## src/sv/gmg_pkg.sv

```systemverilog
// ----------------------------------------------------------------------------
// gmg_pkg: shared types and constants for the maze generate/solve block
// Cell codes, command kinds, datapath operations and status flags.
// ----------------------------------------------------------------------------
package gmg_pkg;

    localparam int KIND_W = 2;
    localparam int SEED_W = 32;
    localparam int RC_W   = 7;
    localparam int CODE_W = 2;
    localparam int PATH_W = 13;
    localparam int CFG_W  = 6;
    localparam int DIVD_W = 32;
    localparam int DVSR_W = 13;

    localparam logic [SEED_W-1:0] LFSR_TAPS = 32'h8020_0003;

    localparam logic [CODE_W-1:0] CODE_OPEN  = 2'd0;
    localparam logic [CODE_W-1:0] CODE_HWALL = 2'd1;
    localparam logic [CODE_W-1:0] CODE_VWALL = 2'd2;
    localparam logic [CODE_W-1:0] CODE_PATH  = 2'd3;

    localparam logic [KIND_W-1:0] KIND_GEN   = 2'd0;
    localparam logic [KIND_W-1:0] KIND_SOLVE = 2'd1;
    localparam logic [KIND_W-1:0] KIND_READ  = 2'd2;

    typedef enum logic [4:0] {
        OP_NONE,
        OP_LATCH,
        OP_GSWEEP,
        OP_SSWEEP,
        OP_DRAW,
        OP_DIV2,
        OP_GSEED,
        OP_TOPRD,
        OP_LOAD,
        OP_NBRD,
        OP_NBCHK,
        OP_POP,
        OP_DRAWCNT,
        OP_SELDIR,
        OP_CARVE,
        OP_SINIT,
        OP_SKIP,
        OP_STEP,
        OP_SPOP,
        OP_SLOAD,
        OP_PUSH1,
        OP_PUSH2,
        OP_MRD,
        OP_MWR,
        OP_FAIL,
        OP_RRD,
        OP_RWAIT,
        OP_OUT
    } dp_op_t;

    typedef struct packed {
        dp_op_t op;
    } dp_cmd_t;

    typedef struct packed {
        logic sweep_last;
        logic div_done;
        logic sp_zero;
        logic sp_one;
        logic sp_full;
        logic cnt_zero;
        logic dir_last;
        logic cdir_end;
        logic step_ingrid;
        logic blocked;
        logic is_goal;
        logic mark_last;
    } dp_status_t;

    // order: up, right, left, down
    function automatic logic signed [1:0] step_row(input logic [1:0] d);
        case (d)
            2'd0:    step_row = -2'sd1;
            2'd3:    step_row = 2'sd1;
            default: step_row = 2'sd0;
        endcase
    endfunction

    function automatic logic signed [1:0] step_col(input logic [1:0] d);
        case (d)
            2'd1:    step_col = 2'sd1;
            2'd2:    step_col = -2'sd1;
            default: step_col = 2'sd0;
        endcase
    endfunction

    function automatic logic [SEED_W-1:0] lfsr_draw(input logic [SEED_W-1:0] w);
        logic [SEED_W-1:0] s;
        s = w >> 1;
        if (w[0])
        begin
            s = s ^ LFSR_TAPS;
        end
        lfsr_draw = s;
    endfunction

endpackage

```

## src/sv/gmg_ctrl.sv

```systemverilog
// ----------------------------------------------------------------------------
// gmg_ctrl: maze command sequencer
// Steps the datapath through sweep, carve, search, mark and read phases.
// ----------------------------------------------------------------------------
module gmg_ctrl import gmg_pkg::*;
(
    input  logic              clk,
    input  logic              rst_n,
    input  logic              in_valid,
    input  logic [KIND_W-1:0] in_kind,
    output logic              in_ready,
    output logic              out_valid,
    input  logic              out_ready,
    input  dp_status_t        status,
    output dp_cmd_t           cmd
);

    typedef enum logic [4:0] {
        ST_IDLE,
        ST_G_SWEEP,
        ST_G_DRAW,
        ST_G_W1,
        ST_G_W2,
        ST_G_TOP,
        ST_G_LOAD,
        ST_G_NBRD,
        ST_G_NBCHK,
        ST_G_CHOOSE,
        ST_G_CWAIT,
        ST_G_CARVE,
        ST_S_SWEEP,
        ST_S_INIT,
        ST_S_STEP,
        ST_S_CHK,
        ST_S_PUSH1,
        ST_S_PUSH2,
        ST_S_SLOAD,
        ST_S_MRD,
        ST_S_MWR,
        ST_R_RD,
        ST_R_WAIT,
        ST_FIN
    } state_t;

    state_t state_reg, state_next;
    logic   out_valid_reg, out_valid_next;

    always_comb
    begin
        state_next     = state_reg;
        out_valid_next = out_valid_reg && !out_ready;
        cmd.op         = OP_NONE;
        case (state_reg)
            ST_IDLE:
            begin
                if (in_valid)
                begin
                    cmd.op = OP_LATCH;
                    case (in_kind)
                        KIND_GEN:   state_next = ST_G_SWEEP;
                        KIND_SOLVE: state_next = ST_S_SWEEP;
                        KIND_READ:  state_next = ST_R_RD;
                        default:    state_next = ST_FIN;
                    endcase
                end
            end
            ST_G_SWEEP:
            begin
                cmd.op = OP_GSWEEP;
                if (status.sweep_last)
                begin
                    state_next = ST_G_DRAW;
                end
            end
            ST_G_DRAW:
            begin
                cmd.op     = OP_DRAW;
                state_next = ST_G_W1;
            end
            ST_G_W1:
            begin
                if (status.div_done)
                begin
                    cmd.op     = OP_DIV2;
                    state_next = ST_G_W2;
                end
            end
            ST_G_W2:
            begin
                if (status.div_done)
                begin
                    cmd.op     = OP_GSEED;
                    state_next = ST_G_TOP;
                end
            end
            ST_G_TOP:
            begin
                if (status.sp_zero)
                begin
                    state_next = ST_FIN;
                end
                else
                begin
                    cmd.op     = OP_TOPRD;
                    state_next = ST_G_LOAD;
                end
            end
            ST_G_LOAD:
            begin
                cmd.op     = OP_LOAD;
                state_next = ST_G_NBRD;
            end
            ST_G_NBRD:
            begin
                cmd.op     = OP_NBRD;
                state_next = ST_G_NBCHK;
            end
            ST_G_NBCHK:
            begin
                cmd.op     = OP_NBCHK;
                state_next = status.dir_last ? ST_G_CHOOSE : ST_G_NBRD;
            end
            ST_G_CHOOSE:
            begin
                if (status.cnt_zero)
                begin
                    cmd.op     = OP_POP;
                    state_next = ST_G_TOP;
                end
                else
                begin
                    cmd.op     = OP_DRAWCNT;
                    state_next = ST_G_CWAIT;
                end
            end
            ST_G_CWAIT:
            begin
                if (status.div_done)
                begin
                    cmd.op     = OP_SELDIR;
                    state_next = ST_G_CARVE;
                end
            end
            ST_G_CARVE:
            begin
                cmd.op     = OP_CARVE;
                state_next = ST_G_TOP;
            end
            ST_S_SWEEP:
            begin
                cmd.op = OP_SSWEEP;
                if (status.sweep_last)
                begin
                    state_next = ST_S_INIT;
                end
            end
            ST_S_INIT:
            begin
                cmd.op     = OP_SINIT;
                state_next = ST_S_STEP;
            end
            ST_S_STEP:
            begin
                if (status.sp_full)
                begin
                    cmd.op     = OP_FAIL;
                    state_next = ST_FIN;
                end
                else if (status.cdir_end)
                begin
                    if (status.sp_one)
                    begin
                        cmd.op     = OP_FAIL;
                        state_next = ST_FIN;
                    end
                    else
                    begin
                        cmd.op     = OP_SPOP;
                        state_next = ST_S_SLOAD;
                    end
                end
                else if (!status.step_ingrid)
                begin
                    cmd.op = OP_SKIP;
                end
                else
                begin
                    cmd.op     = OP_STEP;
                    state_next = ST_S_CHK;
                end
            end
            ST_S_CHK:
            begin
                state_next = status.blocked ? ST_S_STEP : ST_S_PUSH1;
            end
            ST_S_PUSH1:
            begin
                cmd.op     = OP_PUSH1;
                state_next = ST_S_PUSH2;
            end
            ST_S_PUSH2:
            begin
                cmd.op     = OP_PUSH2;
                state_next = status.is_goal ? ST_S_MRD : ST_S_STEP;
            end
            ST_S_SLOAD:
            begin
                cmd.op     = OP_SLOAD;
                state_next = ST_S_STEP;
            end
            ST_S_MRD:
            begin
                cmd.op     = OP_MRD;
                state_next = ST_S_MWR;
            end
            ST_S_MWR:
            begin
                cmd.op     = OP_MWR;
                state_next = status.mark_last ? ST_FIN : ST_S_MRD;
            end
            ST_R_RD:
            begin
                cmd.op     = OP_RRD;
                state_next = ST_R_WAIT;
            end
            ST_R_WAIT:
            begin
                cmd.op     = OP_RWAIT;
                state_next = ST_FIN;
            end
            ST_FIN:
            begin
                // result register free or emptied this cycle
                if (!out_valid_reg || out_ready)
                begin
                    cmd.op         = OP_OUT;
                    out_valid_next = 1'b1;
                    state_next     = ST_IDLE;
                end
            end
            default:
            begin
                state_next = ST_IDLE;
            end
        endcase
    end

    always_ff @(posedge clk or negedge rst_n)
    begin
        if (!rst_n)
        begin
            state_reg     <= ST_IDLE;
            out_valid_reg <= 1'b0;
        end
        else
        begin
            state_reg     <= state_next;
            out_valid_reg <= out_valid_next;
        end
    end

    assign in_ready  = (state_reg == ST_IDLE);
    assign out_valid = out_valid_reg;

    a_out_load: assert property (@(posedge clk) disable iff (!rst_n)
        (cmd.op == OP_OUT) |=> out_valid)
        else $error("result loaded but not presented");

    a_no_overwrite: assert property (@(posedge clk) disable iff (!rst_n)
        (cmd.op == OP_OUT) |-> (!out_valid_reg || out_ready))
        else $error("pending result overwritten");

    a_accept_idle: assert property (@(posedge clk) disable iff (!rst_n)
        (in_valid && in_ready) |=> (state_reg != ST_IDLE))
        else $error("accepted beat did not start a command");

endmodule

```

## config.mk

```make
export PLATFORM = sky130hd
export DESIGN_NAME = gmg_ctrl
export DESIGN_NICKNAME = d
export VERILOG_FILES = /design/src/sv/gmg_pkg.sv /design/src/sv/gmg_ctrl.sv
export SDC_FILE = /design/constraint.sdc
export NUM_CORES = 1
export LEC_CHECK = 0
export BUFFER_PORTS_ARGS = -buffer_cell sky130_fd_sc_hd__buf_2
export CAP_MARGIN = 20
export CELL_PAD_IN_SITES_DETAIL_PLACEMENT = 1
export CELL_PAD_IN_SITES_GLOBAL_PLACEMENT = 1
export CORE_MARGIN = 5
export CORE_UTILIZATION = 42
export CTS_CLUSTER_SIZE = 30
export DETAILED_ROUTE_END_ITERATION = 10
export PLACE_DENSITY = 0.95
export SYNTH_ARGS = -nofsm -noshare
export SYNTH_HDL_FRONTEND = slang
export SYNTH_SLANG_ARGS = --single-unit
```

## constraint.sdc

```tcl
create_clock -name clk -period 4.1 [get_ports clk]
set_input_delay 0 -clock clk [delete_from_list [all_inputs] [get_ports clk]]
set_output_delay 0 -clock clk [all_outputs]
set_load 0.02 [all_outputs]
```

# Word-level counts from Yosys, hierarchy flattened

Index checks and enable logic that the tools add are counted.

Equal/unequal tests: 33
Multiplexer cells: 33
Reductions and logical operators: 8

Operator list:

| operator           | number |
|---|---|
| $pmux 5 s23        | 2 |
| $mux 5             | 16 |
| $eq 5x4->1 const B | 8 |
| $eq 5x5->1 const B | 8 |
| $eq 5x3->1 const B | 4 |
| $mux 3             | 6 |
| $mux 4             | 4 |
| $pmux 5 s3         | 1 |
| $ne 2x2->1 const B | 7 |
| $eq 5x2->1 const B | 2 |
| $reduce_and 8->1   | 1 |
| $eq 5x1->1 const B | 1 |
| $logic_not 5->1    | 1 |
| $mux 1             | 4 |
| $ne 4x4->1 const B | 1 |
| $eq 2x1->1 const B | 1 |
| $eq 2x2->1 const B | 1 |
| $logic_not 1->1    | 2 |
| $logic_not 2->1    | 1 |
| $reduce_or 2->1    | 1 |
| $logic_and 1x1->1  | 1 |
| $logic_or 1x1->1   | 1 |

Register bits after elaboration: 6
Output and inout port bits: 7
Word-level logic and storage cells: 76

# Depth between registers and ports, before layout

Gate-level depths: netlist of the first run.

Depth in word-level cells: 4
Gate-level depth with buffers: 7

# Worst setup path after synthesis of the first run

Ideal clock, no wire load.

Path kind: reg2reg
Start point: reg state_reg[4]
End point: reg state_reg[2]
Arrival: 1.745 ns
Setup slack: 2.230 ns
Cell stages (with the launch flop): 7
Buffers on the path: 1
Clock period less this slack: 1.870 ns
Path through: dfrtp_1 > buf_6 > or4_4 > nor2_8 > a21oi_2 > o311ai_4 > mux2_4

Word-level cells in the longest chain between the ends: 3
Elaborated cells between the ends (all ways): 35
Those cells by class: 31 x eq/ne; 1 x mux; 3 x reduce/logical

Ends and longest elaborated chain:

| what                              | RTL line        | text |
|---|---|---|
| start, declared                   | gmg_ctrl.sv:45  | `state_t state_reg, state_next;` |
| start signal, assigned            | gmg_ctrl.sv:257 | `state_reg <= state_next;` |
| $logic_not 5->1 (*)               | n/a             |  |
| net in_ready                      | gmg_ctrl.sv:11  | `output logic in_ready,` |
| $ne 2x2->1 (no source line)       | n/a             |  |
| $reduce_and 8->1 (no source line) | n/a             |  |

Mark *: on every way through the listed nets, which the timed path passes. The rest lies on a longest branch.
A chain may end at the register's enable or synchronous reset.

# Worst setup path in the final report of the first run

Start point: reg state_reg[1]
End point: reg state_reg[3]

Word-level cells in the longest chain between the ends: 3
Elaborated cells between the ends (all ways): 35
Those cells by class: 31 x eq/ne; 1 x mux; 3 x reduce/logical

Ends and longest elaborated chain:

| what                                                           | RTL line       | text |
|---|---|---|
| $eq 5x5->1, or another cell as far along                       | gmg_ctrl.sv:53 | `case (state_reg)` |
| $reduce_or 2->1 (no source line), or another cell as far along | n/a            |  |
| $pmux 5 s23 or $reduce_and 8->1 (tied branches)                | n/a            |  |

Parallel ways exist; a longest one is shown, timed or not.

==> results of run 1 <==
-- cell families (layout without fill, tap and decap cells) --
logic type | count (synthesis) | after routing
AO/OA/AOI/OAI | 60 | 60
buffers and inverters | 25 | 37
multiplexers | 3 | 3
XOR/XNOR | 1 | 1
AND/OR/NAND/NOR | 75 | 75
flip-flops | 6 | 6
-- where the power goes --
part / internal [W] / total (W) / switching (W) / leakage (nW)
Sequential: 0.0000819 / 0.000266 / 0.000184 / 0.0754
Combinational: 0.000326 / 0.000786 / 0.000460 / 0.431
Clock: 0.0000332 / 0.0000564 / 0.0000232 / 0.0138
-- cell type report --
cell class                 instances  share of cell area
clock buffer                       3              0.0174
inverter                           8              0.0232
tap                               31              0.0300
sequential                         6               0.116
timing repair buffer              26               0.106
multi-input combinational        139               0.707
-- per-layer routing --
layer | GRT usage | up-vias | wire length (µm)
met5 | 0 | - | 0
met4 | 0.101 | 0 | 110
met3 | 0.0324 | 17 | 324
met2 | 0.349 | 88 | 2180
met1 | 0.312 | 708 | 1920
li1 | - | 672 | -
-- stage by stage --
stage                     power, W  area, µm²  cells  utilization  hold slack, ps
after floorplan           0.000831       1180    170            -            -296
after global placement    0.000974       1260    209        0.461            -174
after detailed placement   0.00102       1260    209        0.461            -166
after CTS                  0.00108       1290    213        0.473             106
after global routing       0.00119       1290    213        0.473             123
final                      0.00111       1290    213        0.473             124
-- cell usage in the layout (no fill, tap or decap), drive strengths merged, types with 3 or more instances in the layout --
cell type,n
buf,25
nor2,16
nand2,13
o21ai,11
nand2b,11
a21oi,11
inv,8
nor4,8
nor3,6
dfrtp,6
a32oi,5
nand3,5
nor2b,5
o22ai,5
a31oi,4
or3,3
clkbuf,3
-- final timing paths --
check / slack (ps) / end / start / depth (start not counted)
setup reg to reg: 1320 / state_reg[3] / state_reg[1] / 5
max in group asynchronous: 3820 / state_reg[4] / rst_n / 2
hold reg to reg: 640 / out_valid / out_valid / 2
hold / removal: 120 / state_reg[2] / rst_n / 2
min in group clk: 150 / out_valid / out_ready / 3
setup / recovery: 1320 / state_reg[3] / state_reg[1] / 5
==> out/results.txt, run 1 <==
1st-pass router iterations = 4
final wirelength = 4530 µm
clock-pin slew on the worst setup and hold paths = 50 ps
unrepaired setup endpoints after global routing = false
proportion of layout cells with a drive suffix above 1 = 0.198
gr usage total = 0.227
min-delay worst type = in -> async
main combinational cell family by area after synthesis = compound AO/OA/AOI/OAI gates
Clock Skew = 1.87 ps
max FFs per register = 5
via count = 1485
Max-cap violations = 0
crit-path max cell delay = 1070 ps
final setup margin = 1320 ps
DP HPWL = 3180 µm
postcts setup bufs = 0
fin nets = 202
syn_area_per_cell = 6.95 µm²
area fraction in compound gates after synthesis = 0.371
CTS tree = yes
Site Rows = 19
Synth Instances = 170
Worst-Skew Late Latency = 250 ps
flops & latches, synth = 6
Slew Viols, Final = 0
Post-synth EDFFs = 0
asr flop ratio synth = 1.00
Unique masters post-synth = 54
clock sink count = 6
multiplexer share of the synthesized area = 0.0339
CTS resizes = 0
post-DR vias/cell = 6.97
crit path DAT = 2910 ps
top-count cell post-synth = nor2_1
routed len/inst = 21.3 µm
leakage power = 0.520 nW
Crit Path Category = reg -> reg
Yosys top cell by area = dfrtp_1
Syn Nets = 188
Setup crit start kind = register
Die Y = 63.0 µm
main area contributors after synthesis = dfrtp_1 13%, nand2b_1 5.8%, nor2_1 4.8%
grt total ovfl = 0
chip width = 63.0 µm
Synth Warn # = 0
Slew @ Worst Pin = 1120 ps
die area = 3970 µm²
outcome = complete, no violations
crit path max fanout = 31
Achievable Freq = 359 MHz
Initial Util = 0.432
FILL cells = 347
Post-route DRC = 0
worst path required time = 4230 ps
# hold bufs at CTS = 1
Buffers on Ports = 24
DRT iter0 DRCs = 168
Final min period = 2780 ps
H-tree depth = 1
Post-Syn Area = 1180 µm²
Final Setup Violations = 0
Yosys top cell area share = 0.127
pwr/cell area = 857 nW/µm²
CP Cell Sequence = inv_1 > nor4_1 > nor3_1 > o311ai_4 > mux2_4
register area share after synthesis = 0.127
post-place setup slack = 1450 ps
Slowest-stage cell, CP = dfrtp_1
Placer Congestion = 0.943
worst-case clock buffer depth = 2
Tcrit/Tclk final = 0.678
Fin. Hold Viols = 0
Synth Area in Adders = 0
Worst VDD drop = 0.730 mV
number of global-route vias before repair = 1529
CTS Root Cell = clkbuf_4
post-synthesis xor/xnor area fraction = 0.00742
Commonest cells post-synth = 15 x nor2_1, 13 x nand2_1, 11 x nand2b_1, 11 x o21ai_0
initial antenna violation count = 0
relative slew slack = 0.251
post-route ant nets = 0
Register Area = 150 µm²
largest net degree at the start of global routing = 33
first-pass GRT wire length = 7520 µm
Synth-to-Final Area Change = 9.43%
CP endpoint kind = register
buffers plus inverters on the worst setup path = 1
setup TNS = 0 ps
area of the multi-input gates = 913 µm²
Post-synth top flop = dfrtp_1
Core Area = 2730 µm²
CTS Buf Count = 3
delay-heaviest family, CP = flip-flops
I/O Pins = 25
# diodes = 0
Synth Area in Simple Gates = 0.361
No activity file was read; power rests on OpenSTA's default activity.
==> run 2, diff against run 1 <==
--- a/config.mk
+++ b/config.mk
@@ -10,10 +10,10 @@
 export CELL_PAD_IN_SITES_DETAIL_PLACEMENT = 1
 export CELL_PAD_IN_SITES_GLOBAL_PLACEMENT = 1
 export CORE_MARGIN = 5
-export CORE_UTILIZATION = 42
+export CORE_UTILIZATION = 39
 export CTS_CLUSTER_SIZE = 30
 export DETAILED_ROUTE_END_ITERATION = 10
-export PLACE_DENSITY = 0.95
+export PLACE_DENSITY = 0.91
 export SYNTH_ARGS = -nofsm -noshare
 export SYNTH_HDL_FRONTEND = slang
 export SYNTH_SLANG_ARGS = --single-unit
==> constraint.sdc (replaced) <==
create_clock -name clk -period 2.8 [get_ports clk]
set_input_delay 0 -clock clk [delete_from_list [all_inputs] [get_ports clk]]
set_output_delay 0 -clock clk [all_outputs]
set_load 0.02 [all_outputs]
==> out/results.txt, run 2 (synthesis gave the netlist of run 1 again) <==
die area = 4230 µm²
CP Cell Sequence = buf_4 > o22ai_1 > a32oi_1 > o32ai_1 > or3_1 > buf_2
Tcrit/Tclk final = 0.834
CTS Buf Count = 3
# diodes = 0
gr usage total = 0.205
Placer Congestion = 0.945
CTS tree = yes
Final Setup Violations = 0
setup TNS = 0 ps
DP HPWL = 3110 µm
max FFs per register = 5
Worst VDD drop = 0.719 mV
1st-pass router iterations = 4
Cells after DPL = 218
Synth-to-Final Area Change = 15.1%
Pwr Total = 0.00165 W
pwr/cell area = 1220 nW/µm²
Initial Util = 0.397
proportion of layout cells with a drive suffix above 1 = 0.228
largest net degree at the start of global routing = 27
outcome = complete, no violations
Setup crit start kind = register
final setup margin = 465 ps
relative slew slack = 0.472
sequential power share = 0.183
CP endpoint kind = output port
leakage power = 0.560 nW
FILL cells = 402
Achievable Freq = 428 MHz
clock sink count = 6
Final min period = 2340 ps
final wirelength = 4090 µm
I/O Pins = 25
Crit Path Category = reg -> out
crit path DAT = 2340 ps
Final Non-Filler Cells = 222
worst-case clock buffer depth = 2
initial antenna violation count = 0
R2R Path End = state_reg[3]
Buffers on Ports = 24
routed len/inst = 18.4 µm
first-pass GRT wire length = 6960 µm
fin nets = 209
Psw = 0.000943 W
CTS Root Cell = clkbuf_4
Combinational Power Share = 0.768
Fin. Hold Viols = 0
crit path max fanout = 18
Core Area = 2980 µm²
most common cell after layout, fill and taps aside = buf_2
Max-cap violations = 0
DRT iter0 DRCs = 41
crit-path max cell delay = 800 ps
Slowest-stage cell, CP = dfrtp_1
post-place setup slack = 564 ps
Slew @ Worst Pin = 792 ps
clock-pin slew on the worst setup and hold paths = 50 ps
RR Startpoint = state_reg[3]
worst path required time = 2800 ps
unrepaired setup endpoints after global routing = false
grt total ovfl = 0
R2R cell count = 5
Post-route DRC = 0
post-route ant nets = 0
post-DR vias/cell = 6.32
Die Y = 65.0 µm
Internal = 0.000711 W
postcts setup bufs = 0
H-tree depth = 1
switching share of total power = 0.570
register-to-register setup slack = 580 ps
Site Rows = 20
number of global-route vias before repair = 1464
commonest non-fill, non-tap cells in the layout = 24 x buf_2, 15 x nor2_1, 13 x nand2_1, 11 x o21ai_0, 11 x nand2b_1
Clock Skew = 7.10 ps
clock network power share = 0.049
Slew Viols, Final = 0
chip width = 65.0 µm
Worst-Skew Late Latency = 250 ps
min-delay worst type = in -> async
via count = 1403
==> run 2: layout make-up <==
| cell class | count | area (µm²) | area share |
|---|---|---|---|
| sequential | 6 | 150 | 0.110 |
| timing repair buffer | 33 | 203 | 0.149 |
| tap | 33 | 41.3 | 0.0304 |
| inverter | 8 | 30.0 | 0.0221 |
| multi-input combinational | 139 | 913 | 0.672 |
| clock buffer | 3 | 22.5 | 0.0166 |
==> run 2: repair_timing <==
item | in CTS | in global routing
resized for setup | 0 | 0
hold buffers | 1 | 0
endpoints found under the hold margin | 6 | 0
setup endpoints to repair | 0 | 0
==> run 2: critical path, delay by kind of cell, from the launching register on <==
family / cells / cell delay [ps]
compound gates: 3 / 410
simple gates: 1 / 380
flops: 1 / 800
buf+inv: 2 / 490
==> run 2: worst max path at each step <==
stage / slack [ps] / startpoint / end / depth (start not counted)
after global placement: 640 / state_reg[3] / state_reg[3] / 5
after global routing: 310 / state_reg[1] / cmd[1] / 6
after CTS: 480 / state_reg[1] / cmd[1] / 6
after floorplan: 930 / state_reg[4] / state_reg[2] / 6
after detailed placement: 560 / state_reg[3] / state_reg[2] / 5
final: 460 / state_reg[1] / cmd[1] / 6
==> run 2: power by group through the flow <==
stage	clock (W)	sequential (W)	combinational, W
floorplan	0	0.000153	0.00106
global placement	0	0.000293	0.00123
detailed placement	0	0.000301	0.00126
CTS	0.0000819	0.000299	0.00127
global route	0.0000922	0.000319	0.00139
finish	0.0000808	0.000302	0.00127
==> run 2: metrics by stage <==
| step | hold WS, ps | util | instance area, µm² |
|---|---|---|---|
| 2_1_floorplan | -296 | - | 1180 |
| 4_1_cts | 101 | 0.457 | 1360 |
| 5_1_grt | 128 | 0.457 | 1360 |
| 3_5_place_dp | -171 | 0.446 | 1330 |
| 6_report | 124 | 0.457 | 1360 |
| 3_3_place_gp | -173 | 0.446 | 1330 |
==> run 2: routing by layer <==
layer / wire, µm / up-vias / GRT usage
li1: - / 693 / -
met1: 1860 / 667 / 0.271
met5: 0 / - / 0
met4: 14 / 0 / 0.0466
met3: 191 / 2 / 0.0191
met2: 2030 / 41 / 0.360
